`config.mk`:
```
export PLATFORM = sky130hd
export DESIGN_NAME = lsmr_remap
export DESIGN_NICKNAME = d
export VERILOG_FILES = /design/src/led_strip_mirror_remap_macros.svh /design/src/lsmr_pkg.sv /design/src/lsmr_remap.sv
export SDC_FILE = /design/constraint.sdc
export NUM_CORES = 1
export LEC_CHECK = 0
export ABC_AREA = 1
export BUFFER_PORTS_ARGS = -buffer_cell sky130_fd_sc_hd__buf_4
export CAP_MARGIN = 20
export CELL_PAD_IN_SITES_DETAIL_PLACEMENT = 2
export CELL_PAD_IN_SITES_GLOBAL_PLACEMENT = 2
export CORE_UTILIZATION = 30
export DETAILED_ROUTE_END_ITERATION = 12
export PLACE_DENSITY = 0.81
export SYNTH_ARGS = -nofsm -noshare
export SYNTH_HDL_FRONTEND = slang
export SYNTH_SLANG_ARGS = --single-unit
```
`constraint.sdc`:
```
create_clock -name vclk -period 5.1
set_input_delay 0.765 -clock vclk [all_inputs]
set_output_delay 0.765 -clock vclk [all_outputs]
set_load 0.1 [all_outputs]
```
`src/led_strip_mirror_remap_macros.svh`:
```
// Assertion macros shared by the led strip mirror remap RTL.
// Depends on a clock named clk and an active-low reset named rst_n in scope.
`ifndef LED_STRIP_MIRROR_REMAP_MACROS_SVH
`define LED_STRIP_MIRROR_REMAP_MACROS_SVH

// The consequent must hold in the same cycle as the antecedent.
`define LSMR_ASSERT_SAME(label, ante, cons, msg) \
    label: assert property (@(posedge clk) disable iff (!rst_n) (ante) |-> (cons)) \
        else $error(msg);

// The consequent must hold in the cycle after the antecedent.
`define LSMR_ASSERT_NEXT(label, ante, cons, msg) \
    label: assert property (@(posedge clk) disable iff (!rst_n) (ante) |=> (cons)) \
        else $error(msg);

`endif

```
`src/lsmr_pkg.sv`:
```
// Shared types and constants for the led strip mirror remap block.
// Has no dependencies; used by lsmr_remap and led_strip_mirror_remap.
`timescale 1ns / 1ps

package lsmr_pkg;

    localparam int MAX_PIXELS_DEFAULT = 256;

    localparam int MODE_W = 3;
    localparam int LEN_W  = 9;
    localparam int POS_W  = 8;
    localparam int PIX_W  = 24;
    localparam int CFG_W  = 9;

    localparam logic [LEN_W-1:0] LEN_RESET = 9'd256;

    typedef enum logic [MODE_W-1:0] {
        MODE_NONE        = 3'd0,
        MODE_REVERSE     = 3'd1,
        MODE_CENTRE      = 3'd2,
        MODE_EDGE        = 3'd3,
        MODE_REPEAT      = 3'd4,
        MODE_REPEAT_REV  = 3'd5
    } mode_t;

    typedef enum logic [0:0] {
        REG_MODE         = 1'b0,
        REG_STRIP_LENGTH = 1'b1
    } cfg_index_t;

    typedef enum logic [0:0] {
        OP_WRITE = 1'b0,
        OP_READ  = 1'b1
    } opcode_t;

endpackage

```
`src/lsmr_remap.sv`:
```
// Address remap for mirrored readout: maps an output position to a frame index.
// Depends on lsmr_pkg.
`timescale 1ns / 1ps

module lsmr_remap #(
    parameter int MAX_PIXELS = lsmr_pkg::MAX_PIXELS_DEFAULT,
    parameter int AW = (MAX_PIXELS > 1) ? $clog2(MAX_PIXELS) : 1
) (
    input  logic [lsmr_pkg::MODE_W-1:0] mode,
    input  logic [lsmr_pkg::LEN_W-1:0]  strip_length,
    input  logic [lsmr_pkg::POS_W-1:0]  position,
    output logic [AW-1:0]               frame_index,
    output logic                        out_of_range
);
    import lsmr_pkg::*;

    localparam int CW0 = $clog2(MAX_PIXELS + 1) + 1;
    localparam int CW  = (CW0 > 10) ? CW0 : 10;

    logic [CW-1:0] len_ext;
    logic [CW-1:0] n;
    logic [CW-1:0] m;
    logic [CW-1:0] c;
    logic [CW-1:0] off;
    logic [CW-1:0] p;
    logic [CW-1:0] idx;
    logic          upper;

    always_comb
    begin
        len_ext = CW'(strip_length);
        n       = (len_ext > CW'(MAX_PIXELS)) ? CW'(MAX_PIXELS) : len_ext;
        m       = (n >> 1) + CW'(n[0]);
        c       = m - CW'(1);
        off     = n[0] ? '0 : CW'(1);
        p       = CW'(position);
        upper   = (p >= c + off);
        case (mode)
            MODE_REVERSE:    idx = n - CW'(1) - p;
            MODE_CENTRE:     idx = upper ? (c - (p - c - off)) : p;
            MODE_EDGE:       idx = upper ? (p - c - off) : (c - p);
            MODE_REPEAT:     idx = upper ? (p - c - off) : p;
            MODE_REPEAT_REV: idx = (p < m) ? (m - CW'(1) - p) : ((m << 1) - CW'(1) - p);
            default:         idx = p;
        endcase
        out_of_range = (p >= n);
        frame_index  = idx[AW-1:0];
    end

endmodule

```
==> flow_summary.json, run 1 <==
{
  "syn_nets": 643,
  "antenna_found_initial": 0,
  "place_ws_ns": -1.12,
  "worst_endpoint": "frame_index[7]",
  "synth_common_cells": "nand2_1, inv_1, ha_1",
  "synthDistinctLibCells": 34,
  "synthSimpleGateAreaFrac": 0.364,
  "syn-cell-area_sq_um": 3210,
  "io_buffers": 29,
  "synth_top_family_by_area": "simple AND/OR/NAND/NOR gates",
  "dpl_cell_area_sq_um": 4570,
  "synth_compound_area_frac": 0.151,
  "initial_core_util": 0.309,
  "yosysMostFrequentCell": "nand2_1",
  "pin_count": 29,
  "worstEndpointType": "output port",
  "gp_congestion": 0.819,
  "dpl.hpwl_mm": 14.7,
  "die_w_microns": 105,
  "yosys.area.top_type_share": 0.253,
  "seq_area_frac_synth": 0,
  "synth_mux_area_frac": 0,
  "die_h_microns": 105,
  "grt_max_degree": 16,
  "ys_top_cells_by_area": "ha_1, nand2_1, inv_1",
  "flow.stopped_at": "global routing (5_1_grt)",
  "status": "stopped before the end",
  "fp-row-count": 37,
  "yosys.area.top_type": "ha_1",
  "synth_fa_ha_area_frac": 0.285,
  "yosys_warnings": 0,
  "netlist_instances": 553,
  "ctsHoldBuffers": 0,
  "error": "[ERROR DPL-0033] detailed placement checks failed during check placement.",
  "syn_area_per_cell_sq_um": 5.80,
  "synth-xor-area-share": 0.0764
}
[cells by family after synthesis]
group | count (synthesis)
and+or+nand+nor | 269
buffers and inverters | 104
AOI/OAI and AO/OA | 82
adders and majority gates | 70
xor gates and xnor gates | 28
[stage by stage]
stage | TNS (ns) | hold WS [ns] | instances
3_3_place_gp | -4.16 | 2.02 | 813
3_5_place_dp | -7.27 | 2.03 | 813
2_1_floorplan | -2.12 | 1.85 | 553
4_1_cts | -4.33 | 2.02 | 834
[repair_timing]
action / in CTS
resized for setup: 107
cloned: 2
pin swaps: 52
endpoints found under the setup margin: 8
buffers inserted: 19
==> inputs of run 2 (changes only) <==
CELL_PAD_IN_SITES_DETAIL_PLACEMENT = not set   (was 2)
CELL_PAD_IN_SITES_GLOBAL_PLACEMENT = not set   (was 2)
CORE_UTILIZATION = 36   (was 30)
PLACE_DENSITY = not set   (was 0.81)
PLACE_DENSITY_LB_ADDON = 0.15   (was not set)
clock period = 6.6 ns   (was 5.1 ns; I/O delays follow)
==> flow_summary.json, run 2 <==
{
  "met3_usage": 0.00391,
  "seqPwrFrac": 0,
  "syn2layout_area_growth_pct": 23.5,
  "required_ns": 5.61,
  "cpMaxStageDelayCell": "ha_1",
  "initial_core_util": 0.370,
  "ys_top_cells_by_area": "ha_1, nand2_1, inv_1",
  "power_frac_comb": 1.000,
  "pin_count": 29,
  "drtIter0Drc": 127,
  "synth_top_family_by_area": "simple AND/OR/NAND/NOR gates",
  "fp-row-count": 34,
  "cap_violations": 0,
  "syn_area_per_cell_sq_um": 5.80,
  "synth_fa_ha_area_frac": 0.285,
  "critPathMaxFanout": 4,
  "yosysMostFrequentCell": "nand2_1",
  "synthSimpleGateAreaFrac": 0.364,
  "synth_compound_area_frac": 0.151,
  "track_usage": 0.224,
  "vias": 3606,
  "min_period_over_period": 0.943,
  "yosys.area.top_type_share": 0.253,
  "drt_first_pass_iters": 4,
  "synth-xor-area-share": 0.0764,
  "antennaDiodeCount": 0,
  "drcViolationCount": 0,
  "core-area_sq_um": 8680,
  "netlist_instances": 553,
  "period_needed_ns": 6.22,
  "yosys.area.top_type": "ha_1",
  "die_h_microns": 96.4,
  "route.antenna.remaining_nets": 0,
  "status": "complete, no violations",
  "seq_cells": 0,
  "p_sw_frac": 0.614,
  "ctsHoldBuffers": 0,
  "synthDistinctLibCells": 34,
  "report.final.slew_viol_count": 0,
  "yosys_warnings": 0,
  "grt_most_used_layer": "met2",
  "arrival_ns": 5.23,
  "vias_per_cell": 5.09,
  "gp_congestion": 0.857,
  "slew_headroom": 0.461,
  "drt_wl_total_mm": 10.1,
  "hold_violations": 0,
  "seq_area_frac_synth": 0,
  "grtUsageMet1": 0.298,
  "setup_tns_ns": 0,
  "ir_drop_mv": 0.0569,
  "grt_pass1_vias": 3383,
  "fin_nets": 692,
  "max_freq_mhz": 161,
  "nClkBuffers": 0,
  "critPathLaunchType": "primary input",
  "grt_pass1_wl_mm": 16.2,
  "final_cell_mix": "nand2_1, inv_1, ha_1",
  "hp-class": "primary input to output port",
  "dieArea_sq_um": 9300,
  "io_buffers": 29,
  "synth_mux_area_frac": 0,
  "antenna_found_initial": 0,
  "crit_type": "primary input to output port",
  "setup_viol": 0,
  "end_kind": "output port",
  "syn_nets": 643,
  "grt-ovfl-total": 0,
  "dpl.hpwl_mm": 8.51,
  "cpPeakStageDelay_ns": 0.33,
  "met2_usage": 0.414,
  "syn-cell-area_sq_um": 3210,
  "tightest_slew_ns": 0.805,
  "regArea_sq_um": 0,
  "clkPwrFrac": 0,
  "final_common_cell": "nand2_1",
  "switching_power_mw": 0.449,
  "power_density_nw_per_um2": 184,
  "grt_max_degree": 18,
  "drive_above_1_share": 0.192,
  "drt-wirelength-per-cell_microns": 14.3,
  "total_power_mw": 0.731,
  "p_int_mw": 0.282,
  "synth_common_cells": "nand2_1, inv_1, ha_1",
  "p_leak_nw": 2.20,
  "die_w_microns": 96.4
}
-- run 2: layout make-up --
cell class,instances,area [sq um]
Tap cell,108,135
Inverter,100,378
Timing Repair Buffer,51,415
Multi-Input combinational cell,449,3040
Fill cell,958,4710
-- run 2: layer usage --
| layer | up-vias | share of wire |
|---|---|---|
| li1 | 1890 | - |
| met1 | 1649 | 0.47 |
| met2 | 54 | 0.49 |
| met3 | 13 | 0.025 |
| met4 | 0 | 0.016 |
| met5 | - | 0 |
-- run 2: kinds of logic (layout without fill, tap and decap cells) --
family,after synthesis,after routing
fa+ha+maj,70,70
simple gates,269,269
xor+xnor,28,28
compound gates,82,82
buf+inv,104,151
-- run 2: final timing paths --
check	end	slack (ns)	startpoint	cells after the start
max	frame_index[7]	0.38	strip_length[3]	32
min	out_of_range	2.38	strip_length[8]	3
-- run 2: repair_timing --
action,4_1_cts,5_1_grt
endpoints found under the setup margin,1,8
gates resized for setup,3,43
hold endpoints to repair,0,0
pin swaps,0,21
gates cloned,0,0
setup buffers,0,7
-- run 2: worst max-delay path: cells and delay by family --
family / cells / cell delay (ns)
fa+ha+maj: 6 / 1.40
compound gates: 5 / 0.68
xor+xnor: 3 / 0.50
simple gates: 10 / 0.89
buf+inv: 8 / 0.76
-- run 2: power groups by stage --
stage / Sequential [mW] / Combinational, mW / Clock, mW
floorplan: 0 / 0.499 / 0
global placement: 0 / 0.645 / 0
detailed placement: 0 / 0.651 / 0
CTS: 0 / 0.659 / 0
global route: 0 / 0.818 / 0
finish: 0 / 0.731 / 0
-- run 2: stage by stage --
stage           util  cell area, sq um  cells  hold WS, ns  setup slack (ns)
2_1_floorplan      -              3240    553         2.29            0.0416
3_3_place_gp   0.425              3680    701         2.37            0.0250
3_5_place_dp   0.425              3680    701         2.38           -0.0655
4_1_cts        0.426              3690    701         2.38            0.0170
5_1_grt        0.457              3970    708         2.39           -0.0140
6_report       0.457              3970    708         2.38             0.376
Note: power is estimated with default switching activity, not from simulation.
==> inputs of run 3 (changes only) <==
PLACE_DENSITY = 0.55   (was not set)
PLACE_DENSITY_LB_ADDON = not set   (was 0.15)
==> flow_summary.json, run 3 (synthesis gave the netlist of run 2 again) <==
{
  "status": "complete, no violations",
  "io_buffers": 29,
  "gp_congestion": 0.893,
  "rsz0062_at_grt": "yes",
  "setup_tns_ns": 0,
  "regArea_sq_um": 0,
  "slew_headroom": 0.484,
  "required_ns": 5.61,
  "hp-class": "primary input to output port",
  "dpl_cell_area_sq_um": 3680,
  "nClkBuffers": 0,
  "fp-row-count": 34,
  "track_usage": 0.225,
  "grt_pass1_vias": 3398,
  "period_needed_ns": 6.29,
  "cpMaxStageDelayCell": "ha_1",
  "die_w_microns": 96.4,
  "final_cell_mix": "nand2_1, inv_1, ha_1",
  "core-area_sq_um": 8680,
  "min_period_over_period": 0.952,
  "drive_above_1_share": 0.164,
  "power_density_nw_per_um2": 177,
  "drt-wirelength-per-cell_microns": 14.1,
  "route.antenna.remaining_nets": 0,
  "setup_viol": 0,
  "final_common_cell": "nand2_1",
  "cpPeakStageDelay_ns": 0.36,
  "grt_max_degree": 18,
  "cap_violations": 0,
  "arrival_ns": 5.30,
  "antenna_found_initial": 0,
  "vias_per_cell": 5.17,
  "drtIter0Drc": 130,
  "place_ws_ns": -0.0360,
  "grt_pass1_wl_mm": 16.3,
  "final_area_sq_um": 3830,
  "initial_core_util": 0.370,
  "fin_nets": 688,
  "vias": 3638,
  "p_leak_nw": 2.15,
  "max_freq_mhz": 159,
  "tightest_slew_ns": 0.771,
  "critPathLaunchType": "primary input",
  "critPathMaxFanout": 4,
  "fillers": 959,
  "pin_count": 29,
  "whs_ns": 2.37,
  "report.final.slew_viol_count": 0,
  "ir_drop_mv": 0.0516,
  "syn2layout_area_growth_pct": 19.5,
  "dieArea_sq_um": 9300,
  "hold_violations": 0,
  "drcViolationCount": 0,
  "antennaDiodeCount": 0,
  "crit_type": "primary input to output port",
  "dpl.hpwl_mm": 8.49,
  "fin_util": 0.442,
  "seq_cells": 0,
  "drt_first_pass_iters": 5,
  "drt_wl_total_mm": 9.91,
  "ctsHoldBuffers": 0,
  "end_kind": "output port",
  "die_h_microns": 96.4,
  "fin_ws_ns": 0.314,
  "grt-ovfl-total": 0
}
[run 3: per-layer routing]
layer / track usage / vias to the layer above / share of wire
met1: 0.300 / 1679 / 0.47
li1: - / 1881 / -
met5: 0 / - / 0
met2: 0.408 / 72 / 0.49
met4: 0.0221 / 0 / 0.0066
met3: 0.0141 / 6 / 0.041
[run 3: worst paths after layout]
kind	endpoint	slack, ns	cells after the start	from
max	frame_index[7]	0.31	30	strip_length[3]
min	out_of_range	2.37	3	strip_length[8]
[run 3: final cells by class]
| cell class | count | area, sq um | share of cell area |
|---|---|---|---|
| multi-input combinational | 449 | 2950 | 0.770 |
| inverter | 100 | 379 | 0.0989 |
| timing repair buffer | 47 | 369 | 0.0962 |
| tap | 108 | 135 | 0.0352 |
[run 3: where the power goes]
part / internal, mW / switching, mW
sequential: 0 / 0
combinational: 0.251 / 0.430
clock: 0 / 0
total: 0.251 / 0.430
[run 3: per-stage QoR]
step,cells,power [mW]
2_1_floorplan,553,0.499
3_3_place_gp,701,0.644
3_5_place_dp,701,0.651
4_1_cts,701,0.656
5_1_grt,704,0.763
6_report,704,0.680
[run 3: worst max-delay path, delay by kind of cell]
family | cells | cell delay (ns)
compound gates | 5 | 0.74
xor+xnor | 3 | 0.44
fa+ha+maj | 6 | 1.62
buf+inv | 7 | 0.77
simple gates | 9 | 0.75
[run 3: what timing repair did]
action,in CTS,in global routing
resized for setup,1,26
pin swaps,0,6
setup buffers,0,3
setup endpoints to repair,1,8
